File: config.mk
export PLATFORM = sky130hd
export DESIGN_NAME = lruat_ctrl
export DESIGN_NICKNAME = d
export VERILOG_FILES = /design/src/lruat_pkg.sv /design/src/lruat_ctrl.sv
export SDC_FILE = /design/constraint.sdc
export NUM_CORES = 1
export LEC_CHECK = 0
export ABC_AREA = 1
export BUFFER_PORTS_ARGS = -buffer_cell sky130_fd_sc_hd__buf_2
export CORE_MARGIN = 5
export CORE_UTILIZATION = 35
export DETAILED_ROUTE_END_ITERATION = 10
export PLACE_DENSITY = 0.67
export SYNTH_ARGS = -nofsm -noshare
export SYNTH_HDL_FRONTEND = slang
export SYNTH_SLANG_ARGS = --single-unit
File: constraint.sdc
create_clock -name clk -period 1.3 [get_ports clk]
set_clock_uncertainty 0.05 [all_clocks]
set_input_delay 0.13 -clock clk [delete_from_list [all_inputs] [get_ports clk]]
set_output_delay 0.13 -clock clk [all_outputs]
set_load 0.1 [all_outputs]
File: src/lruat_pkg.sv
// shared types and constants of the aging timeout table
`timescale 1ns / 1ps
`default_nettype none

package lruat_pkg;

  localparam int ACTION_W  = 3;
  localparam int KEY_W     = 32;
  localparam int STATUS_W  = 2;
  localparam int COUNT_W   = 5;
  localparam int TIMEOUT_W = 16;
  localparam int TIME_W    = 32;

  localparam logic [TIMEOUT_W-1:0] TIMEOUT_RST = 16'd60;

  typedef enum logic [ACTION_W-1:0] {
    ACT_INSERT = 3'd0,
    ACT_FIND   = 3'd1,
    ACT_BUMP   = 3'd2,
    ACT_DELETE = 3'd3,
    ACT_TICK   = 3'd4,
    ACT_SWEEP  = 3'd5
  } action_t;

  typedef enum logic [STATUS_W-1:0] {
    ST_OK        = 2'd0,
    ST_NOT_FOUND = 2'd1,
    ST_FULL      = 2'd2
  } status_t;

  typedef enum logic {
    KIND_ANSWER = 1'b0,
    KIND_REPORT = 1'b1
  } kind_t;

  typedef struct packed {
    logic    accept;
    logic    append;
    logic    tick;
    logic    scan_start;
    logic    scan_next;
    logic    rd_scan;
    logic    rd_shift;
    logic    shift_write;
    logic    bump_write;
    logic    drop_tail;
    logic    rd_head;
    logic    sweep_start;
    logic    report;
    logic    answer;
    status_t ans_status;
    logic    ans_found;
  } lruat_cmd_t;

  typedef struct packed {
    action_t action;
    logic    req_valid;
    logic    full;
    logic    empty;
    logic    scan_end;
    logic    key_hit;
    logic    shift_end;
    logic    expired;
    logic    out_free;
  } lruat_sts_t;

endpackage

`default_nettype wire

File: src/lruat_ctrl.sv
// controller state machine: sequences scans, shifts, sweeps and answers
`timescale 1ns / 1ps
`default_nettype none

module lruat_ctrl import lruat_pkg::*; (
  input  logic       clk,
  input  logic       rst,
  input  lruat_sts_t sts,
  output lruat_cmd_t cmd
);

  typedef enum logic [8:0] {
    S_IDLE   = 9'b000000001,
    S_EXEC   = 9'b000000010,
    S_SC_RD  = 9'b000000100,
    S_SC_CMP = 9'b000001000,
    S_SH_RD  = 9'b000010000,
    S_SH_WR  = 9'b000100000,
    S_SW_RD  = 9'b001000000,
    S_SW_CMP = 9'b010000000,
    S_ANS    = 9'b100000000
  } state_t;

  state_t  state, state_next;
  status_t res_status, res_status_next;
  logic    res_found, res_found_next;

  always_ff @(posedge clk) begin
    if (rst) begin
      state      <= S_IDLE;
      res_status <= ST_OK;
      res_found  <= 1'b0;
    end else begin
      state      <= state_next;
      res_status <= res_status_next;
      res_found  <= res_found_next;
    end
  end

  always_comb begin
    state_next      = state;
    res_status_next = res_status;
    res_found_next  = res_found;
    cmd             = '0;
    cmd.ans_status  = res_status;
    cmd.ans_found   = res_found;
    unique case (state)
      S_IDLE: begin
        cmd.accept = 1'b1;
        if (sts.req_valid) begin
          res_status_next = ST_OK;
          res_found_next  = 1'b0;
          state_next      = S_EXEC;
        end
      end
      S_EXEC: begin
        unique case (sts.action)
          ACT_INSERT: begin
            if (sts.full) begin
              res_status_next = ST_FULL;
            end else begin
              cmd.append = 1'b1;
            end
            state_next = S_ANS;
          end
          ACT_FIND, ACT_BUMP, ACT_DELETE: begin
            cmd.scan_start = 1'b1;
            state_next     = S_SC_RD;
          end
          ACT_TICK: begin
            cmd.tick   = 1'b1;
            state_next = S_ANS;
          end
          ACT_SWEEP: begin
            cmd.sweep_start = 1'b1;
            state_next      = S_SW_RD;
          end
          default: begin
            state_next = S_ANS;
          end
        endcase
      end
      S_SC_RD: begin
        if (sts.scan_end) begin
          res_status_next = ST_NOT_FOUND;
          state_next      = S_ANS;
        end else begin
          cmd.rd_scan = 1'b1;
          state_next  = S_SC_CMP;
        end
      end
      S_SC_CMP: begin
        if (sts.key_hit) begin
          if (sts.action == ACT_FIND) begin
            res_found_next = 1'b1;
            state_next     = S_ANS;
          end else begin
            state_next = S_SH_RD;
          end
        end else begin
          cmd.scan_next = 1'b1;
          state_next    = S_SC_RD;
        end
      end
      S_SH_RD: begin
        if (sts.shift_end) begin
          if (sts.action == ACT_BUMP) begin
            cmd.bump_write = 1'b1;
          end else begin
            cmd.drop_tail = 1'b1;
          end
          state_next = S_ANS;
        end else begin
          cmd.rd_shift = 1'b1;
          state_next   = S_SH_WR;
        end
      end
      S_SH_WR: begin
        cmd.shift_write = 1'b1;
        state_next      = S_SH_RD;
      end
      S_SW_RD: begin
        if (sts.empty) begin
          state_next = S_ANS;
        end else begin
          cmd.rd_head = 1'b1;
          state_next  = S_SW_CMP;
        end
      end
      S_SW_CMP: begin
        if (!sts.expired) begin
          state_next = S_ANS;
        end else if (sts.out_free) begin
          cmd.report = 1'b1;
          state_next = S_SW_RD;
        end
      end
      S_ANS: begin
        if (sts.out_free) begin
          cmd.answer = 1'b1;
          state_next = S_IDLE;
        end
      end
      default: begin
        state_next = S_IDLE;
      end
    endcase
  end

`ifndef NO_ASSERTIONS
  a_accept_idle: assert property (@(posedge clk) disable iff (rst)
    (cmd.accept && sts.req_valid) |=> (state == S_EXEC))
    else $error("accepted beat did not start execution");

  a_result_free: assert property (@(posedge clk) disable iff (rst)
    (cmd.report || cmd.answer) |-> sts.out_free)
    else $error("result loaded into a busy output register");

  a_one_memory_op: assert property (@(posedge clk) disable iff (rst)
    $countones({cmd.append, cmd.shift_write, cmd.bump_write}) <= 1)
    else $error("two memory writes in one cycle");
`endif

endmodule

`default_nettype wire

==> results of run 1 <==
final timing paths:
path	to	slack [ps]	startpoint	cells after the start
hold reg to reg	res_found	440	res_found	2
setup reg to reg	res_status[0]	-370	state[4]	9
hold / removal	state[5]	50	sts[2]	2
setup / recovery	cmd[12]	-500	state[4]	5
worst max-delay path, stage by stage (launching register included):
cell and delay [ps]:
dfxtp_4 360, nor2_4 190, nand3_4 160, buf_6 160, nor3_4 240, buf_12 210
metal layers:
| layer | share of wire (%) | global-route usage [%] | vias up |
|---|---|---|---|
| li1 | - | - | 628 |
| met1 | 37 | 17.2 | 614 |
| met2 | 56 | 31.5 | 32 |
| met3 | 3.8 | 4.68 | 11 |
| met4 | 2.9 | 5.96 | 0 |
| met5 | 0 | 0 | - |
sequential cells by signal, indices dropped and copies added, names as in the netlist:
register and cells:
state 9, res_status 2, res_found 1
metrics by stage:
step	TNS, ps	cell area, sq um	util (%)	worst slack [ps]
final	-8860	2040	76.0	-497
after global routing	-10620	2040	76.0	-603
after CTS	-7690	1860	69.1	-495
after detailed placement	-2470	1650	61.5	-209
after global placement	-1680	1650	61.5	-152
after floorplan	-6270	1120	-	-660
power by group through the flow:
stage | registers [W] | logic, W | clock network [W]
after global routing | 0.000451 | 0.00119 | 0.000345
after CTS | 0.000443 | 0.000969 | 0.000326
after global placement | 0.000443 | 0.000862 | 0
final | 0.000447 | 0.00113 | 0.000321
after detailed placement | 0.000448 | 0.000878 | 0
after floorplan | 0.000590 | 0.000451 | 0
logic make-up after synthesis:
group                  synth area share, %
flip-flops                            25.2
AND/OR/NAND/NOR                       53.5
buffers and inverters                 11.8
AO/OA/AOI/OAI                         9.46
layout make-up:
| cell class | count | area share (%) |
|---|---|---|
| Clock buffer | 4 | 1.78 |
| Timing Repair Buffer | 67 | 34.1 |
| Tap cell | 31 | 1.90 |
| Sequential cell | 12 | 12.6 |
| Multi-Input combinational cell | 113 | 43.7 |
| Inverter | 28 | 6.00 |
Yosys cell counts (2+ instances only):
| cell | number | area share (%) |
|---|---|---|
| nand3b_1 | 2 | 1.6 |
| nand2_1 | 30 | 12 |
| nor2_1 | 23 | 9.1 |
| nand2_2 | 7 | 4.6 |
| nor3_1 | 4 | 2.1 |
| nand3_1 | 18 | 9.5 |
| o21ai_0 | 3 | 1.6 |
| o21ai_1 | 2 | 1.1 |
| nor2_2 | 3 | 2.0 |
| inv_1 | 27 | 11 |
| nor2_4 | 5 | 5.9 |
| nand3_2 | 3 | 3.2 |
| dfxtp_1 | 12 | 25 |
| a21oi_1 | 6 | 3.2 |
what timing repair did:
action                                  CTS  global route
pin swaps                                14            25
resized for setup                        17            45
endpoints found under the setup margin   22            26
setup buffers                            13             6
endpoints found under the hold margin     0             0
==> results by stage, run 1 <==
Drt:
- The final layout contains routed wiring with a total length of 3630 um.
- The average routed wire per standard cell is 14.3 um.
- Once detail routing completed, the nets flagged for antenna violations numbered 0.
- The number of iterations in the first detailed-routing pass is 5.
- The first-iteration detailed-routing DRC count is 29.
- The via density per instance is 5.04.
- In the routed design, unresolved DRC markers number 0.
- The routed via count is 1285.

Timing:
- For this run, the top clock speed supported by timing is 557 MHz.
- The smallest clock period supported by the final layout is computed as 1800 ps.
- Hold timing on the final database bottoms out at a slack of 47.8 ps.
- For the pin with the worst max-slew slack, the measured transition is 486 ps.
- The final critical path takes up 138% of the cycle.
- The number of hold violations in the final report came to 0.
- Setup repair after global routing could not meet its margin everywhere.
- The number of failing setup endpoints in the final timing report is 24.
- The worst relative slew slack is 67.8%.
- The number of max-slew violations in the final report came to 0.
- Setup slack on the critical path of the routed design comes to -497 ps.

Power:
- The clock share of power is 16.9%.
- The design draws 0.00190 W.
- The combinational group share of total power is 59.6%.
- The net switching power of the design is 0.000883 W.
- Cell internal power was estimated by the tool at 0.00102 W.
- The worst vdd rail ir drop is 0.00165 V.
- The switching part of the total is 46.5%.
- For this design the static power due to leakage is 0.908 nW.
- The areal power density over the cells is 930 nW/um^2.
- Sequential cells account for 23.5% of the total power.

Hold path:
- The path category of the worst min-delay check is primary input to flop.

Floorplanning:
- Pin placement for this block handled 30 I/O pins.
- The die width is 62.2 um.
- The floorplan has 19 rows.
- The standard cell core area is 2690 sq um.
- The initial utilization of the core area, before any placement, comes to 35.4%.
- The die footprint is 3860 sq um.
- From bottom edge to top edge, the die measures 62.2 um.

Logic synthesis:
- The synthesized design contains 12 register bits.
- A synthesized cell averages 6.18 sq um.
- The summed instance area of the synthesized netlist is 952 sq um.
- The net count of the mapped netlist is 167.
- The post-synthesis instance total is 154.
- The most used flip-flop cell after synthesis is dfxtp_1.
- The number of enable-type register cells in the synthesized netlist is 0.
- For this run, the register share of the synthesized area comes to 25.2%.
- Synthesis instantiated 23 different standard cells from the library.
- The total of warnings raised by yosys is 0.
- The share of synthesized registers carrying an async set or reset is 0%.

Status:
- The final reports fail on setup timing.
- The flow ran to the end, but the final reports show violations.

Setup path:
- The kind of critical path is flop to primary output.
- In this run the worst path has a maximum fanout of 5.
- The arrival time of data at the critical path endpoint is 1620 ps.
- STA classifies the critical path endpoint as a primary output.
- The startpoint type of the worst setup path is a flop.
- The worst path required time is 1120 ps.

CTS:
- The post-CTS clock slew at the launch and capture registers of the worst setup and hold paths is 80 ps.
- The root buffer selected by CTS is clkbuf_4.
- TritonCTS built the clock tree.
- The number of clock sinks is 12.
- In this run the number of H-tree levels came out at 1.
- The clock reaches the later pin of the worst-skew pair after 290 ps.
- The number of hold buffers added after CTS is 0.
- The clock passes through at most 2 buffers.
- Buffers inserted during clock tree synthesis total 3.

Final layout:
- The number of antenna cells inserted is 0.
- The most frequent standard cell in the layout excluding fill and tap cells is buf_4.
- The fraction of layout instances using a drive strength above 1 is 68.8%.
- The post-layout instance count excluding filler cells is 255.
- In the layout the commonest cells are buf_4 (27), nand2_1 (23), nor2_4 (19).
- The relative area change from synthesis to final layout is 114%.
- The area taken by flip-flops and latches is 256 sq um.
- The filler cells instantiated in the layout total 170.
- The multi-input combinational cell area is 892 sq um.
- The net count of the finished layout is 238.

Flow run:
- The max-cap check violation count is 0.

Global routing:
- The via count of the first global-routing pass came to 1261.
- For this run, the total global-route usage over all layers was measured as 16.7%.
- The number of antenna violations at the first check in global routing is 0.
- The total overflow left after global routing is 0.
- The first global-routing pass estimated 5380 um of wire.
- Entering global routing, the biggest net connects 8 pins.

Placement:
- The port buffer count is 29.
- At the end of routability-driven placement, the weighted congestion stood at 0.821.
- The final HPWL from detailed placement is 2420 um.
- Including well taps, the total number of placed cells is 233.
(Power assumes the default switching activity.)
==> inputs of run 2 (changes only) <==
--- a/config.mk
+++ b/config.mk
@@ -8,9 +8,9 @@
 export ABC_AREA = 1
 export BUFFER_PORTS_ARGS = -buffer_cell sky130_fd_sc_hd__buf_2
 export CORE_MARGIN = 5
-export CORE_UTILIZATION = 35
+export CORE_UTILIZATION = 45
 export DETAILED_ROUTE_END_ITERATION = 10
-export PLACE_DENSITY = 0.67
+export PLACE_DENSITY = 0.81
 export SYNTH_ARGS = -nofsm -noshare
 export SYNTH_HDL_FRONTEND = slang
 export SYNTH_SLANG_ARGS = --single-unit
==> run 2 against run 1 <==
The flow now stops in clock tree synthesis (4_1_cts). Synthesized cell count unchanged. Synthesized area unchanged.
==> results by stage, run 2 <==
Placement:
- Prior to clock tree synthesis, the placed netlist has a worst setup slack of -235 ps.
- The final HPWL from detailed placement is 2530 um.
- The last weighted congestion value of the routability-driven placer is 0.888.
- Port buffering added 29 buffers.

Logic synthesis:
- Summing the areas of all compound-gate instances in the mapped netlist gives 9.46% of the synthesized area.
- After synthesis, the cell types taking the most area are dfxtp_1 (25%), nand2_1 (12%), inv_1 (11%).
- The number of distinct library cell variants in the gate-level netlist after synthesis is 23.
- For this run, asynchronously set or reset flops after synthesis account for 0%.
- The number of register bits inferred by synthesis is 12.
- The commonest cells after synthesis are nand2_1 (30), inv_1 (27), nor2_1 (23).
- Among all flip-flop cells after synthesis, the most frequent one is dfxtp_1.
- The parity-gate share of the synthesized area counting xor and xnor cells is 0%.
- The per-instance average area after synthesis is 6.18 sq um.
- Summing the areas of all and, or, nand and nor instances in the mapped netlist gives 53.5% of the synthesized area.
- The sequential share of the synthesized area is 25.2%.
- The net count of the mapped netlist is 167.
- The most common cell in the synthesized netlist is nand2_1.
- The top cell type by area accounts for 25.2% of the synthesized area.
- The number of enable-type register cells in the synthesized netlist is 0.
- The post-synthesis instance total is 154.
- The summed instance area of the synthesized netlist is 952 sq um.
- The dominant combinational cell family by area after synthesis is simple AND/OR/NAND/NOR gates.
- The share of cell area taken by muxes after synthesis is 0%.
- Of all cell types, the one taking the most synthesized area is dfxtp_1.
- After Yosys synthesis, full adders, half adders and majority gates account for 0% of the synthesized area.
- The total of warnings raised by yosys is 0.

CTS:
- The CTS H-tree depth is 1.
- In this run the post-CTS setup repair buffer count came out at 14.
- Buffers inserted during clock tree synthesis total 3.
- The deepest clock path buffer count is 2.
- The clock net in this run drives a total of 12 sinks.
- The root buffer selected by CTS is clkbuf_4.
- Buffers inserted to repair hold after CTS numbered 0.
- The number of gates resized after CTS was 48.

Floorplanning:
- The number of cell rows is 16.
- The starting density of the core is 48.0%.
- The die is 56 um tall.
- In this run the horizontal extent of the chip is 56 um.
- The number of ports placed on the die boundary is 30.

Status:
- The first error in the log reads "[ERROR DPL-0033] detailed placement checks failed during check placement".
- The stage where the flow stopped is clock tree synthesis (4_1_cts).
- The flow did not finish.
-- run 2: cell counts after synthesis --
No cell type changed its count.
-- run 2: cells by family after synthesis --
group | after synthesis
DFF | 12
AOI/OAI and AO/OA | 14
and+or+nand+nor | 99
buffers and inverters | 29
-- run 2: per-stage QoR --
stage | hold WS (ps) | util (%) | cells | area [sq um]
after floorplan | 135 | - | 154 | 1120
after global placement | 329 | 83.5 | 230 | 1660
after detailed placement | 333 | 83.5 | 230 | 1660
==> inputs of run 3 (changes only) <==
--- a/config.mk
+++ b/config.mk
@@ -7,10 +7,10 @@
 export LEC_CHECK = 0
 export ABC_AREA = 1
 export BUFFER_PORTS_ARGS = -buffer_cell sky130_fd_sc_hd__buf_2
-export CORE_MARGIN = 5
-export CORE_UTILIZATION = 45
+export CORE_AREA = 5 5 66 68
 export DETAILED_ROUTE_END_ITERATION = 10
-export PLACE_DENSITY = 0.81
+export DIE_AREA = 0 0 71 73
+export PLACE_DENSITY_LB_ADDON = 0.15
 export SYNTH_ARGS = -nofsm -noshare
 export SYNTH_HDL_FRONTEND = slang
 export SYNTH_SLANG_ARGS = --single-unit
==> constraint.sdc (replaced) <==
create_clock -name clk -period 1.7 [get_ports clk]
set_clock_uncertainty 0.05 [all_clocks]
set_input_delay 0.17 -clock clk [delete_from_list [all_inputs] [get_ports clk]]
set_output_delay 0.17 -clock clk [all_outputs]
set_load 0.1 [all_outputs]
==> run 3 against run 2 <==
The flow now finishes, with violations (setup timing).
==> results by stage, run 3 (synthesized netlist as in run 1, its figures left out) <==
CTS:
- TritonCTS built the clock tree.
- Counting every sink on the clock net gives 12.
- CTS built an H-tree with a depth of 1.
- The tree is rooted in a clkbuf_8.
- The longest clock path from root to sink contains 2 buffers.
- The clock latency on the worst-skew pair is 240 ps.
- Buffers inserted during clock tree synthesis total 3.
- The post-CTS clock slew at the launch and capture registers of the worst setup and hold paths is 60 ps.
- The number of hold buffers added after CTS is 0.

Drt:
- After detailed routing, the average wire length per cell comes to 12.1 um.
- The routed layout has 1107 vias.
- In this run the remaining antenna-violating nets after routing total 0.
- The total wire length after detailed routing is 3020 um.
- In the routed layout, each cell is associated on average with a via count of 4.43.
- The first-iteration detailed-routing DRC count is 36.
- For this run, design rule violations remaining after detail routing come to 0.
- The number of iterations in the first detailed-routing pass is 4.

Setup path:
- STA classifies the critical path endpoint as a primary output.
- The kind of critical path is flop to primary output.
- Along the worst path, the maximum fanout reaches 3.
- The arrival time of data at the critical path endpoint is 1550 ps.
- Data on the critical path is required at its endpoint by 1480 ps.
- The startpoint type of the worst setup path is a flop.

Final layout:
- The largest register by flop count is state.
- Fill cells in the final layout number 391.
- Compared with the post-synthesis result, the final layout area differs by 81.1%.
- Of the cells placed in the final design, the portion with a size suffix greater than 1 is 52.5%.
- The net count of the finished layout is 214.
- The number of flip-flops under the largest register name is 9.
- Leaving out fill and tap cells, the most frequent cells in the layout are nand2_1 (27), inv_1 (21), nor2_4 (15), buf_2 (15), buf_12 (15).
- The library cell used most frequently in the layout, excluding fill and tap cells, is nand2_1.
- The largest registers in the layout are state (9), res_status (2), res_found (1).
- The number of antenna cells inserted is 0.
- At the end of the flow the core is filled with cells to 45.4%.

Timing:
- After layout, the worst setup slack is -72.0 ps.
- Of the available clock period, the critical path in the final layout requires 104%.
- Setup repair after global routing could not meet its margin everywhere.
- The smallest clock period supported by the final layout is computed as 1770 ps.
- At the pin with the least slew margin, the transition time is 488 ps.
- Setup violations remaining at the end of the flow were counted as 7.
- The number of max-slew violations in the final report is 0.
- The timing-limited maximum frequency is 564 MHz.
- The worst pin sits at a relative slew slack of 67.7%.
- The number of hold violations in the final report was 0.

Global routing:
- The total overflow left after global routing is 0.
- The first global-routing pass estimated 4910 um of wire.
- The via count of the first global-routing pass is 1128.
- Entering global routing, the biggest net connects 8 pins.
- The number of antenna violations at the first check in global routing is 0.
- Global routing consumed, over all layers together, 12.0% of the routing resources.

Power:
- VDD sags by at most 0.000797 V.
- In this run the static leakage power is 0.778 nW.
- Dividing total power by cell area gives a power density of 750 nW/um^2.
- The completed layout was analyzed and its total power is 0.00129 W.

Status:
- The final reports fail on setup timing.
- The run finished, with violations left.

Placement:
- The last weighted congestion value of the routability-driven placer is 0.791.
- In this run the tool buffered the top-level ports with 29 buffer cells.
- The final HPWL from detailed placement is 2340 um.

Hold path:
- The path category of the worst min-delay check is primary input to flop.

Floorplanning:
- The vertical extent of the die is 73 um.
- The die footprint is 5180 sq um.
- The die width is 71 um.
- The region available for standard cell placement spans 3800 sq um.
- The number of ports placed on the die boundary is 30.
- The starting density of the core is 25.1%.
- In this run the core area contains 23 standard-cell rows.

Flow run:
- Max-cap violations in this run came to 0.
[run 3: power by group]
part,switching [W],internal (W),total (W)
Sequential,0.0000291,0.000315,0.000344
Clock,0.000108,0.000205,0.000313
Combinational,0.000441,0.000196,0.000637
[run 3: timing repair]
action                     in CTS  in global routing
resized for setup              19                 14
pin swaps                      11                  8
setup buffers                   8                  5
setup endpoints to repair       7                 20
[run 3: critical path, cell delays in order, from the launching register on]
cell and delay (ps):
dfxtp_4 350, nor2_4 140, nand2_4 80, inv_2 70, nand2_2 50, nor2_2 90
inv_1 40, or2_4 240, clkinvlp_4 80, buf_12 160
[run 3: worst paths after layout]
check        slack (ps)  startpoint  cells past startpoint             to
min                 130      sts[2]                      2       state[5]
max reg2reg          70    state[3]                     10  res_status[1]
max                 -70    state[0]                      9         cmd[6]
min reg2reg         420   res_found                      2      res_found
[run 3: cell type report]
class	instances	area, sq um	share of cell area (%)
Multi-Input combinational cell	113	758	44.0
Timing Repair Buffer	43	484	28.1
Clock buffer	4	55.1	3.19
Sequential cell	12	251	14.6
Tap cell	50	62.6	3.63
Inverter	28	113	6.53
[run 3: metrics by stage]
| step | area, sq um | hold slack, ps | setup WS, ps | instances | setup TNS (ps) |
|---|---|---|---|---|---|
| after floorplan | 1040 | 182 | -346 | 154 | -780 |
| after global placement | 1460 | 374 | 103 | 233 | 0 |
| after detailed placement | 1460 | 376 | 75.2 | 233 | 0 |
| after CTS | 1650 | 127 | -85.9 | 245 | -273 |
| after global routing | 1720 | 120 | -132 | 250 | -1130 |
| final | 1720 | 132 | -72.0 | 250 | -206 |
[run 3: metal layers]
metal | share of wire (%) | GRT usage [%]
met1 | 40 | 12.4
met2 | 55 | 23.2
met3 | 3.0 | 3.31
met4 | 1.5 | 3.76
met5 | 0 | 0
